File: config.mk
export PLATFORM = sky130hd
export DESIGN_NAME = rc_drive_mixer_with_failsafe
export DESIGN_NICKNAME = d
export VERILOG_FILES = /design/src/sv/rcdm_pkg.sv /design/src/sv/rc_drive_mixer_with_failsafe.sv /design/src/sv/rcdm_seq.sv /design/src/sv/rcdm_mix.sv
export SDC_FILE = /design/constraint.sdc
export NUM_CORES = 2
export LEC_CHECK = 0
export CORE_MARGIN = 2
export CORE_UTILIZATION = 68
export CTS_BUF_LIST = sky130_fd_sc_hd__clkbuf_4
export CTS_CLUSTER_SIZE = 28
export DETAILED_ROUTE_END_ITERATION = 7
export DONT_BUFFER_PORTS = 1
export PLACE_DENSITY = 0.85
export SLEW_MARGIN = 20
export SYNTH_ARGS = -nofsm -noshare
export SYNTH_HDL_FRONTEND = slang
export SYNTH_SLANG_ARGS = --single-unit
File: constraint.sdc
create_clock -name i_clk -period 9.8 [get_ports i_clk]
set_input_delay 1.96 -clock i_clk [delete_from_list [all_inputs] [get_ports i_clk]]
set_output_delay 1.96 -clock i_clk [all_outputs]
set_load 0.01 [all_outputs]
File: src/sv/rcdm_pkg.sv
// ----------------------------------------------------------------------------
// rcdm_pkg
// Types, constants and helpers shared by the drive mixer with failsafe.
// ----------------------------------------------------------------------------
package rcdm_pkg;

    localparam int SPEED_W  = 14;
    localparam int DB_W     = 7;
    localparam int MS_W     = 16;
    localparam int TIME_W   = 32;
    localparam int PCT_W    = 8;
    localparam int DRIVE_W  = 15;
    localparam int CFG_IDX_W = 3;
    localparam int CFG_DAT_W = 16;

    // |pct| * speed fits in 21 bits (128 * 16383)
    localparam int PROD_W   = 21;
    localparam int QUOT_W   = 15;
    localparam int MIX_W    = 16;
    localparam int PRE_W    = 17;

    // floor(x / 100) = (x * RECIP_100) >> RECIP_SHIFT, exact for x < 2^21
    localparam int RECIP_W     = 22;
    localparam int RECIP_SHIFT = 28;
    localparam logic [RECIP_W-1:0] RECIP_100 = 22'd2684355;

    localparam logic [SPEED_W-1:0] RST_MAX_SPEED    = 14'd7200;
    localparam logic [SPEED_W-1:0] RST_CRUISE_SPEED = 14'd4000;
    localparam logic [SPEED_W-1:0] RST_SPIN_SPEED   = 14'd3000;
    localparam logic [DB_W-1:0]    RST_DEADBAND     = 7'd5;
    localparam logic [MS_W-1:0]    RST_LOSS_TIMEOUT = 16'd1000;
    localparam logic [MS_W-1:0]    RST_STEP_MS      = 16'd3000;
    localparam logic [MS_W-1:0]    RST_PAUSE_MS     = 16'd1000;

    typedef enum logic [CFG_IDX_W-1:0] {
        CFG_MAX_SPEED    = 3'd0,
        CFG_CRUISE_SPEED = 3'd1,
        CFG_SPIN_SPEED   = 3'd2,
        CFG_DEADBAND     = 3'd3,
        CFG_LOSS_TIMEOUT = 3'd4,
        CFG_STEP_MS      = 3'd5,
        CFG_PAUSE_MS     = 3'd6
    } t_cfg_idx;

    typedef enum logic [2:0] {
        STEP_FWD   = 3'd0,
        STEP_BACK  = 3'd1,
        STEP_SPINL = 3'd2,
        STEP_SPINR = 3'd3,
        STEP_PAUSE = 3'd4
    } t_step;

    typedef struct packed {
        logic [SPEED_W-1:0] max_speed;
        logic [SPEED_W-1:0] cruise_speed;
        logic [SPEED_W-1:0] spin_speed;
        logic [DB_W-1:0]    deadband;
        logic [MS_W-1:0]    loss_timeout;
        logic [MS_W-1:0]    step_ms;
        logic [MS_W-1:0]    pause_ms;
    } t_cfg;

    // command handed from the sequencer to the mixer pipeline
    typedef struct packed {
        logic                      emit;
        logic                      mix;
        logic signed [DRIVE_W-1:0] raw_left;
        logic signed [DRIVE_W-1:0] raw_right;
        logic                      rc_mode;
        t_step                     step;
        logic                      failsafe;
    } t_cmd;

    function automatic logic [PCT_W-1:0] f_mag(input logic signed [PCT_W-1:0] v);
        logic [PCT_W-1:0] r;
        r = v[PCT_W-1] ? PCT_W'(-v) : PCT_W'(v);
        return r;
    endfunction

endpackage

File: src/sv/rc_drive_mixer_with_failsafe.sv
// ----------------------------------------------------------------------------
// rc_drive_mixer_with_failsafe
// Differential-drive arcade mixer with RC takeover and link-loss failsafe.
// ----------------------------------------------------------------------------
// One control pass is taken per clock, unless a pass that produces a drive
// command is held back by a full mixer pipeline. A pass is held in the input
// register, where mode and demo-step state are updated; passes that produce a
// drive command then go through three more registers (speed products,
// reciprocal divide by 100/200, mix and clamp). Passes with no command leave
// after the input register.
module rc_drive_mixer_with_failsafe
    import rcdm_pkg::*;
(
    input  logic                 i_clk,
    input  logic                 i_rst_n,
    input  logic                 i_s_axis_tvalid,
    output logic                 o_s_axis_tready,
    // [31:0] now_ms, [39:32] throttle_pct, [47:40] steer_pct
    input  logic [47:0]          i_s_axis_tdata,
    // [0] link_ok
    input  logic [0:0]           i_s_axis_tuser,
    output logic                 o_m_axis_tvalid,
    input  logic                 i_m_axis_tready,
    // [14:0] left_drive, [29:15] right_drive, [31:30] zero
    output logic [31:0]          o_m_axis_tdata,
    // [0] in_rc_mode, [3:1] demo_step, [4] failsafe_stop
    output logic [4:0]           o_m_axis_tuser,
    input  logic                 i_cfg_valid,
    output logic                 o_cfg_ready,
    input  logic [CFG_IDX_W-1:0] i_cfg_index,
    input  logic [CFG_DAT_W-1:0] i_cfg_data
);

    t_cfg r_cfg;

    logic                     r_a_valid;
    logic [TIME_W-1:0]        r_a_now;
    logic                     r_a_link;
    logic signed [PCT_W-1:0]  r_a_thr, r_a_str;

    t_cmd cmd;
    logic mix_ready, a_go;

    logic signed [DRIVE_W-1:0] left, right;
    logic                      rc_mode, failsafe;
    t_step                     step;

    assign o_cfg_ready = 1'b1;

    always_ff @(posedge i_clk) begin
        if (!i_rst_n) begin
            r_cfg.max_speed    <= RST_MAX_SPEED;
            r_cfg.cruise_speed <= RST_CRUISE_SPEED;
            r_cfg.spin_speed   <= RST_SPIN_SPEED;
            r_cfg.deadband     <= RST_DEADBAND;
            r_cfg.loss_timeout <= RST_LOSS_TIMEOUT;
            r_cfg.step_ms      <= RST_STEP_MS;
            r_cfg.pause_ms     <= RST_PAUSE_MS;
        end else if (i_cfg_valid) begin
            unique case (i_cfg_index)
                CFG_MAX_SPEED:    r_cfg.max_speed    <= i_cfg_data[SPEED_W-1:0];
                CFG_CRUISE_SPEED: r_cfg.cruise_speed <= i_cfg_data[SPEED_W-1:0];
                CFG_SPIN_SPEED:   r_cfg.spin_speed   <= i_cfg_data[SPEED_W-1:0];
                CFG_DEADBAND:     r_cfg.deadband     <= i_cfg_data[DB_W-1:0];
                CFG_LOSS_TIMEOUT: r_cfg.loss_timeout <= i_cfg_data[MS_W-1:0];
                CFG_STEP_MS:      r_cfg.step_ms      <= i_cfg_data[MS_W-1:0];
                CFG_PAUSE_MS:     r_cfg.pause_ms     <= i_cfg_data[MS_W-1:0];
                default: ;
            endcase
        end
    end

    assign a_go            = r_a_valid && (mix_ready || !cmd.emit);
    assign o_s_axis_tready = !r_a_valid || a_go;

    always_ff @(posedge i_clk) begin
        if (!i_rst_n) begin
            r_a_valid <= 1'b0;
        end else if (o_s_axis_tready) begin
            r_a_valid <= i_s_axis_tvalid;
        end
    end

    always_ff @(posedge i_clk) begin
        if (o_s_axis_tready && i_s_axis_tvalid) begin
            r_a_now  <= i_s_axis_tdata[31:0];
            r_a_thr  <= i_s_axis_tdata[39:32];
            r_a_str  <= i_s_axis_tdata[47:40];
            r_a_link <= i_s_axis_tuser[0];
        end
    end

    rcdm_seq u_seq (
        .i_clk   (i_clk),
        .i_rst_n (i_rst_n),
        .i_fire  (a_go),
        .i_now   (r_a_now),
        .i_link  (r_a_link),
        .i_thr   (r_a_thr),
        .i_str   (r_a_str),
        .i_cfg   (r_cfg),
        .o_cmd   (cmd)
    );

    rcdm_mix u_mix (
        .i_clk      (i_clk),
        .i_rst_n    (i_rst_n),
        .i_valid    (r_a_valid && cmd.emit),
        .o_ready    (mix_ready),
        .i_cmd      (cmd),
        .i_thr      (r_a_thr),
        .i_str      (r_a_str),
        .i_cfg      (r_cfg),
        .o_valid    (o_m_axis_tvalid),
        .i_ready    (i_m_axis_tready),
        .o_left     (left),
        .o_right    (right),
        .o_rc_mode  (rc_mode),
        .o_step     (step),
        .o_failsafe (failsafe)
    );

    assign o_m_axis_tdata = {2'b00, right, left};
    assign o_m_axis_tuser = {failsafe, step, rc_mode};

endmodule

File: src/sv/rcdm_seq.sv
// ----------------------------------------------------------------------------
// rcdm_seq
// Mode control: RC takeover, link-loss failsafe and auto demo step timing.
// ----------------------------------------------------------------------------
module rcdm_seq
    import rcdm_pkg::*;
(
    input  logic                     i_clk,
    input  logic                     i_rst_n,
    input  logic                     i_fire,
    input  logic [TIME_W-1:0]        i_now,
    input  logic                     i_link,
    input  logic signed [PCT_W-1:0]  i_thr,
    input  logic signed [PCT_W-1:0]  i_str,
    input  t_cfg                     i_cfg,
    output t_cmd                     o_cmd
);

    logic              r_rc_mode, n_rc_mode;
    t_step             r_step, n_step, step_nxt;
    logic [TIME_W-1:0] r_step_start, n_step_start;
    logic [TIME_W-1:0] r_last_link, n_last_link;

    logic [PCT_W-1:0]  mag_t, mag_s;
    logic              take, rc_now;
    logic [TIME_W-1:0] d_link, d_step;
    logic [MS_W-1:0]   dur;
    logic              emit, mix, failsafe;

    logic signed [DRIVE_W-1:0] cruise, spin;

    assign mag_t  = f_mag(i_thr);
    assign mag_s  = f_mag(i_str);
    assign take   = !r_rc_mode && i_link &&
                    (mag_t > {1'b0, i_cfg.deadband} || mag_s > {1'b0, i_cfg.deadband});
    assign rc_now = r_rc_mode || take;
    assign d_link = i_now - r_last_link;
    assign d_step = i_now - r_step_start;
    assign dur    = (r_step == STEP_PAUSE) ? i_cfg.pause_ms : i_cfg.step_ms;

    always_comb begin
        unique case (r_step)
            STEP_FWD:   step_nxt = STEP_BACK;
            STEP_BACK:  step_nxt = STEP_SPINL;
            STEP_SPINL: step_nxt = STEP_SPINR;
            STEP_SPINR: step_nxt = STEP_PAUSE;
            STEP_PAUSE: step_nxt = STEP_FWD;
            default:    step_nxt = STEP_FWD;
        endcase
    end

    // next state
    always_comb begin
        n_rc_mode    = r_rc_mode;
        n_step       = r_step;
        n_step_start = r_step_start;
        n_last_link  = r_last_link;
        emit         = 1'b0;
        mix          = 1'b0;
        failsafe     = 1'b0;
        if (rc_now && i_link) begin
            n_rc_mode   = 1'b1;
            n_last_link = i_now;
            emit        = 1'b1;
            mix         = 1'b1;
        end else if (rc_now) begin
            if (d_link > {{(TIME_W-MS_W){1'b0}}, i_cfg.loss_timeout}) begin
                n_rc_mode    = 1'b0;
                n_step_start = i_now;
                emit         = 1'b1;
                failsafe     = 1'b1;
            end
        end else if (d_step >= {{(TIME_W-MS_W){1'b0}}, dur}) begin
            n_step       = step_nxt;
            n_step_start = i_now;
            emit         = 1'b1;
        end
    end

    assign cruise = $signed({1'b0, i_cfg.cruise_speed});
    assign spin   = $signed({1'b0, i_cfg.spin_speed});

    // outputs
    always_comb begin
        o_cmd.emit     = emit;
        o_cmd.mix      = mix;
        o_cmd.rc_mode  = n_rc_mode;
        o_cmd.step     = n_step;
        o_cmd.failsafe = failsafe;
        o_cmd.raw_left  = '0;
        o_cmd.raw_right = '0;
        if (!mix && !failsafe) begin
            unique case (n_step)
                STEP_FWD: begin
                    o_cmd.raw_left  = cruise;
                    o_cmd.raw_right = cruise;
                end
                STEP_BACK: begin
                    o_cmd.raw_left  = -cruise;
                    o_cmd.raw_right = -cruise;
                end
                STEP_SPINL: begin
                    o_cmd.raw_left  = -spin;
                    o_cmd.raw_right = spin;
                end
                STEP_SPINR: begin
                    o_cmd.raw_left  = spin;
                    o_cmd.raw_right = -spin;
                end
                default: begin
                    o_cmd.raw_left  = '0;
                    o_cmd.raw_right = '0;
                end
            endcase
        end
    end

    always_ff @(posedge i_clk) begin
        if (!i_rst_n) begin
            r_rc_mode    <= 1'b0;
            r_step       <= STEP_FWD;
            r_step_start <= '0;
            r_last_link  <= '0;
        end else if (i_fire) begin
            r_rc_mode    <= n_rc_mode;
            r_step       <= n_step;
            r_step_start <= n_step_start;
            r_last_link  <= n_last_link;
        end
    end

`ifndef SYNTH
    a_rc_enter: assert property (@(posedge i_clk) disable iff (!i_rst_n)
        $rose(r_rc_mode) |-> $past(i_fire) && $past(i_link))
        else $error("RC mode entered without a linked transaction");

    a_rc_leave: assert property (@(posedge i_clk) disable iff (!i_rst_n)
        $fell(r_rc_mode) |-> $past(i_fire) && !$past(i_link))
        else $error("RC mode left without link loss");

    a_step_hold_rc: assert property (@(posedge i_clk) disable iff (!i_rst_n)
        r_rc_mode && $past(r_rc_mode) |-> $stable(r_step))
        else $error("demo step moved while in RC mode");

    a_fs_auto: assert property (@(posedge i_clk) disable iff (!i_rst_n)
        i_fire && o_cmd.failsafe |=> !r_rc_mode && r_step_start == $past(i_now))
        else $error("failsafe did not restart auto timing");
`endif

endmodule

File: src/sv/rcdm_mix.sv
// ----------------------------------------------------------------------------
// rcdm_mix
// Deadband, arcade mix and clamp pipeline with output register.
// ----------------------------------------------------------------------------
module rcdm_mix
    import rcdm_pkg::*;
(
    input  logic                      i_clk,
    input  logic                      i_rst_n,
    input  logic                      i_valid,
    output logic                      o_ready,
    input  t_cmd                      i_cmd,
    input  logic signed [PCT_W-1:0]   i_thr,
    input  logic signed [PCT_W-1:0]   i_str,
    input  t_cfg                      i_cfg,
    output logic                      o_valid,
    input  logic                      i_ready,
    output logic signed [DRIVE_W-1:0] o_left,
    output logic signed [DRIVE_W-1:0] o_right,
    output logic                      o_rc_mode,
    output t_step                     o_step,
    output logic                      o_failsafe
);

    logic rdy_o, rdy_c, rdy_b;

    // stage B: deadband and speed products
    logic              r_b_valid;
    t_cmd              r_b_cmd;
    logic [PROD_W-1:0] r_b_prod_t, r_b_prod_s;
    logic              r_b_neg_t, r_b_neg_s;

    // stage C: reciprocal divide
    logic                    r_c_valid;
    t_cmd                    r_c_cmd;
    logic signed [MIX_W-1:0] r_c_base, r_c_turn;

    logic              r_o_valid;

    logic [PCT_W-1:0]  mag_t, mag_s, eff_t, eff_s;
    logic [PROD_W:0]   prod_t, prod_s;
    logic [PROD_W+RECIP_W-1:0] rec_t, rec_s;
    logic [QUOT_W-1:0] q_t, q_s;
    logic [QUOT_W-1:0] half_s;
    logic signed [MIX_W-1:0] base, turn;
    logic signed [PRE_W-1:0] pre_l, pre_r, lim;
    logic signed [DRIVE_W-1:0] cl_l, cl_r;

    assign rdy_o   = !r_o_valid || i_ready;
    assign rdy_c   = !r_c_valid || rdy_o;
    assign rdy_b   = !r_b_valid || rdy_c;
    assign o_ready = rdy_b;

    assign mag_t  = f_mag(i_thr);
    assign mag_s  = f_mag(i_str);
    assign eff_t  = (mag_t < {1'b0, i_cfg.deadband}) ? '0 : mag_t;
    assign eff_s  = (mag_s < {1'b0, i_cfg.deadband}) ? '0 : mag_s;
    assign prod_t = eff_t * i_cfg.max_speed;
    assign prod_s = eff_s * i_cfg.max_speed;

    always_ff @(posedge i_clk) begin
        if (rdy_b && i_valid) begin
            r_b_cmd    <= i_cmd;
            r_b_prod_t <= prod_t[PROD_W-1:0];
            r_b_prod_s <= prod_s[PROD_W-1:0];
            r_b_neg_t  <= i_thr[PCT_W-1];
            r_b_neg_s  <= i_str[PCT_W-1];
        end
    end

    assign rec_t  = r_b_prod_t * RECIP_100;
    assign rec_s  = r_b_prod_s * RECIP_100;
    assign q_t    = rec_t[RECIP_SHIFT +: QUOT_W];
    assign q_s    = rec_s[RECIP_SHIFT +: QUOT_W];
    assign half_s = {1'b0, q_s[QUOT_W-1:1]};
    assign base   = r_b_neg_t ? -$signed({1'b0, q_t}) : $signed({1'b0, q_t});
    assign turn   = r_b_neg_s ? -$signed({1'b0, half_s}) : $signed({1'b0, half_s});

    always_ff @(posedge i_clk) begin
        if (rdy_c && r_b_valid) begin
            r_c_cmd  <= r_b_cmd;
            r_c_base <= base;
            r_c_turn <= turn;
        end
    end

    assign lim = $signed({{(PRE_W-SPEED_W){1'b0}}, i_cfg.max_speed});

    always_comb begin
        if (r_c_cmd.mix) begin
            pre_l = PRE_W'(r_c_base) - PRE_W'(r_c_turn);
            pre_r = PRE_W'(r_c_base) + PRE_W'(r_c_turn);
        end else begin
            pre_l = PRE_W'($signed(r_c_cmd.raw_left));
            pre_r = PRE_W'($signed(r_c_cmd.raw_right));
        end
        if (pre_l > lim)       cl_l = lim[DRIVE_W-1:0];
        else if (pre_l < -lim) cl_l = DRIVE_W'(-lim);
        else                   cl_l = pre_l[DRIVE_W-1:0];
        if (pre_r > lim)       cl_r = lim[DRIVE_W-1:0];
        else if (pre_r < -lim) cl_r = DRIVE_W'(-lim);
        else                   cl_r = pre_r[DRIVE_W-1:0];
    end

    always_ff @(posedge i_clk) begin
        if (rdy_o && r_c_valid) begin
            o_left     <= cl_l;
            o_right    <= cl_r;
            o_rc_mode  <= r_c_cmd.rc_mode;
            o_step     <= r_c_cmd.step;
            o_failsafe <= r_c_cmd.failsafe;
        end
    end

    always_ff @(posedge i_clk) begin
        if (!i_rst_n) begin
            r_b_valid <= 1'b0;
            r_c_valid <= 1'b0;
            r_o_valid <= 1'b0;
        end else begin
            if (rdy_b) r_b_valid <= i_valid;
            if (rdy_c) r_c_valid <= r_b_valid;
            if (rdy_o) r_o_valid <= r_c_valid;
        end
    end

    assign o_valid = r_o_valid;

`ifndef SYNTH
    a_fs_zero: assert property (@(posedge i_clk) disable iff (!i_rst_n)
        r_o_valid && o_failsafe |-> o_left == '0 && o_right == '0 && !o_rc_mode)
        else $error("failsafe result is not a stop");

    a_clamp: assert property (@(posedge i_clk) disable iff (!i_rst_n)
        r_o_valid |-> PRE_W'(o_left) <= lim && PRE_W'(o_left) >= -lim &&
                      PRE_W'(o_right) <= lim && PRE_W'(o_right) >= -lim)
        else $error("drive command exceeds max speed");

    a_step_range: assert property (@(posedge i_clk) disable iff (!i_rst_n)
        r_o_valid |-> o_step == STEP_FWD || o_step == STEP_BACK || o_step == STEP_SPINL ||
                      o_step == STEP_SPINR || o_step == STEP_PAUSE)
        else $error("demo step out of range");

    a_mix_rc: assert property (@(posedge i_clk) disable iff (!i_rst_n)
        r_c_valid && r_c_cmd.mix |-> r_c_cmd.rc_mode && !r_c_cmd.failsafe)
        else $error("mix command outside RC mode");
`endif

endmodule
==> summary.txt <==
STA
  – RSZ-0062 raised after global routing: false
  – Max Slew Vio Count: 0
  – Setup_tns: 0 ps
  – Max transition margin: ~24%
  – Final Hold Vio Count: 0
  – F_max: about 110 MHz
  – Skew final: slightly below 90 ps
  – Min cycle time layout: between 9000 and 10000 ps
  – Actual slew at the worst max-slew pin: between 1000 and 1500 ps
  – Crit share post-route: between 90 and 100%
  – Setup Viol. Count Final: 0

Yosys
  – Synth Register Bits: about 400
  – Number of flops mapped to enable cells by yosys: between 200 and 250
  – Synth top area share: 19.8%
  – Yosys cell types: 93
  – Top post-synthesis cells by area: fa_1 (20%), ha_1 (19%), edfxtp_1 (15%), dfxtp_1 (7.3%), inv_1 (6.9%)
  – Register area share after synthesis: 22.2%
  – Ys async rst share: 0%
  – Mapped Cells: ~5.1k
  – Top_reg_cell synth: edfxtp_1
  – Commonest cells in the netlist: inv_1 (850), ha_1 (699), nand2_1 (608), fa_1 (458), a21oi_1 (284)
  – Synth Cell Area: about 46000 um^2
  – Syn_area_per_cell: a little over 9 um^2
  – Yosys warning count: 0
  – Post-synth top area cell: fa_1
  – Most common cell in the synthesized netlist: inv_1

Worst setup path
  – Worst Path Arrival: 7090 ps
  – Critical Path Sink Type: primary output
  – Required @ worst endpoint: about 8000 ps
  – Worst reg-to-reg path cell count: 32
  – Crit path kind: reg -> out
  – Startpoint types: flop
  – Max FO, Critical Path: 16

GRT
  – GR Util All Layers: ~36%
  – First-pass GRT wire length: ~200000 um
  – Overflow after GRT: 0
  – Initial antenna violation count: 10
  – Pin count of the biggest net entering global routing: around 110
  – Vias in the first global route: 37.0k

Cells and area
  – Non-Filler Cell Area, Final: slightly below 50000 um^2
  – Area Growth Syn to Fin: 4.59%
  – Nets: 6275
  – Fillers: between 4k and 5k
  – Share of cells above drive strength 1: under 10%

Job
  – Number of max-cap violations: 0

Routing
  – Detailed Route WL: 124000 um
  – Post-route antenna net violation count: 0
  – Initial DRC Count: 3214
  – DR WL/cell: about 21 um
  – Number of remaining DRC errors: 0
  – Number of vias after detailed routing: roughly 37k
  – Vias/cell: 6.10
  – Drt first pass iters: 6

Outcome
  – Status: finished, final reports clean

Clock tree
  – Setup Fix Bufs, Post-CTS: 0
  – CTS resizes: 0
  – Clock tree buffer depth: 3
  – CTS Sinks: approximately 400
  – CTS Hold Bufs: 0
  – Worst-Skew Late Latency: approximately 950 ps
  – CTS tree: yes
  – Reg clk slew, reported paths: around 70 ps
  – CTS H-tree depth: 3
  – CTS root buffer: clkbuf_4
  – CTS buffer count: a little over 100

Floorplanning
  – Die Span Y: between 200 and 300 um
  – IO Count: roughly 110
  – Core area: ~67000 um^2
  – Die area: slightly above 70000 um^2
  – Initial core utilization: just under 70%
  – Die X-Extent: 265 um
  – Row cnt: 95

Place
  – HPWL Detailed: 99600 um
  – Gpl congestion: ~1
  – Placed Area: roughly 47000 um^2
  – Buffers added on ports: 0

Hold path
  – Worst min-delay path category: reg -> reg
  – Min-Delay Path Depth: 0
==> sequential cells by signal, summed over array words and instances, names as in the netlist, 3 cells and up <==
name	cells
r_cfg	97
u_mix.r_b_cmd	35
u_mix.r_c_cmd	35
r_a_now	32
u_seq.r_last_link	32
u_seq.r_step_start	32
u_mix.r_b_prod_s	21
u_mix.r_b_prod_t	21
u_mix.r_c_base	16
u_mix.r_c_turn	16
u_mix.o_left	15
u_mix.o_right	15
r_a_str	8
r_a_thr	8
u_mix.o_step	3
u_seq.r_step	3
==> cells by family after synthesis <==
group | count (synthesis) | share of synthesized area, %
adders and majority gates | 1157 | 38.6
DFF | 399 | 22.2
buffers and inverters | 1037 | 8.49
and+or+nand+nor | 1360 | 13.4
xor gates and xnor gates | 157 | 2.98
AOI/OAI and AO/OA | 882 | 12.3
muxes | 92 | 2.04
other | 2 | 0.0162
==> area by class of cell <==
cell class / instances / area [um^2] / share of cell area (%)
Tap cell: 873 / 1090 / 2.25
Timing Repair Buffer: 31 / 240 / 0.495
Clock buffer: 143 / 1070 / 2.21
Multi-Input combinational cell: 3651 / 32300 / 66.5
Inverter: 859 / 3220 / 6.64
Clock inverter: 52 / 299 / 0.616
Antenna cell: 11 / 27.5 / 0.0567
Sequential cell: 399 / 10300 / 21.2
==> path summary, 6_finish.rpt <==
path	startpoint	end	slack [ps]
hold reg to reg	u_mix.r_b_cmd[3]$_DFFE_PP_	u_mix.r_c_cmd[3]$_DFFE_PP_	420
setup reg to reg	r_a_str[0]$_DFFE_PP_	u_mix.r_b_prod_s[19]$_DFFE_PP_	1310
hold / removal	u_mix.r_b_cmd[3]$_DFFE_PP_	u_mix.r_c_cmd[3]$_DFFE_PP_	420
setup / recovery	r_a_now[0]$_DFFE_PP_	o_s_axis_tready	750
==> per-stage QoR <==
stage / utilization (%) / cells / hold slack (ps) / setup WS [ps]
3_3_place_gp: 69.9 / 5812 / 401 / 1650
4_1_cts: 71.9 / 6007 / 419 / 884
3_5_place_dp: 69.9 / 5812 / 405 / 1230
5_1_grt: 72.0 / 6013 / 423 / 542
6_report: 72.0 / 6019 / 419 / 747
2_1_floorplan: - / 5087 / 400 / 2280
==> worst max-delay path, stage by stage (launching register included) <==
cell       delay, ps
edfxtp_1         410
inv_1            100
ha_1             180
inv_1             60
fa_1             440
a211oi_2         240
o21a_1           250
o21bai_1         170
a21o_1           220
a21oi_1          260
nor3_1            80
or3_1            300
and2_1           160
ha_1             290
o2111a_1         210
o2111ai_1        250
nand3_1          140
a2111o_1         360
a2111oi_0        480
o2111ai_1        440
o31a_4           560
a21o_1           200
nand2_1          160
or2_2            190
==> layer usage <==
metal  global-route usage, %  part of all wire (%)  up-vias
met3                    7.79                   9.4      411
met5                       0                 0.032        -
met2                    57.4                    45     1710
met1                    46.5                    39    17509
li1                        -                     -    17097
met4                    18.6                   5.9        6
==> layout by cell type, fill, tap and decap left out, types with 26 or more instances in the layout <==
cell type	n
inv_1	850
ha_1	699
nand2_1	608
fa_1	458
a21oi_1	284
edfxtp_1	230
nor2_1	195
nor3_1	179
dfxtp_1	169
o21ai_0	145
clkbuf_4	143
xnor2_1	115
nand3_1	103
a21o_1	88
mux2i_1	73
nand2b_1	46
o21a_1	44
xor2_1	41
nor2b_1	38
or3_1	36
a31oi_1	36
clkinv_1	31
buf_4	30
a211oi_1	29
and2_1	29
o211ai_1	28
nand4_1	26
Power is left out: the tool's default activity adds up to more than one toggle a clock period on the data nets, which glitch-free logic cannot reach.
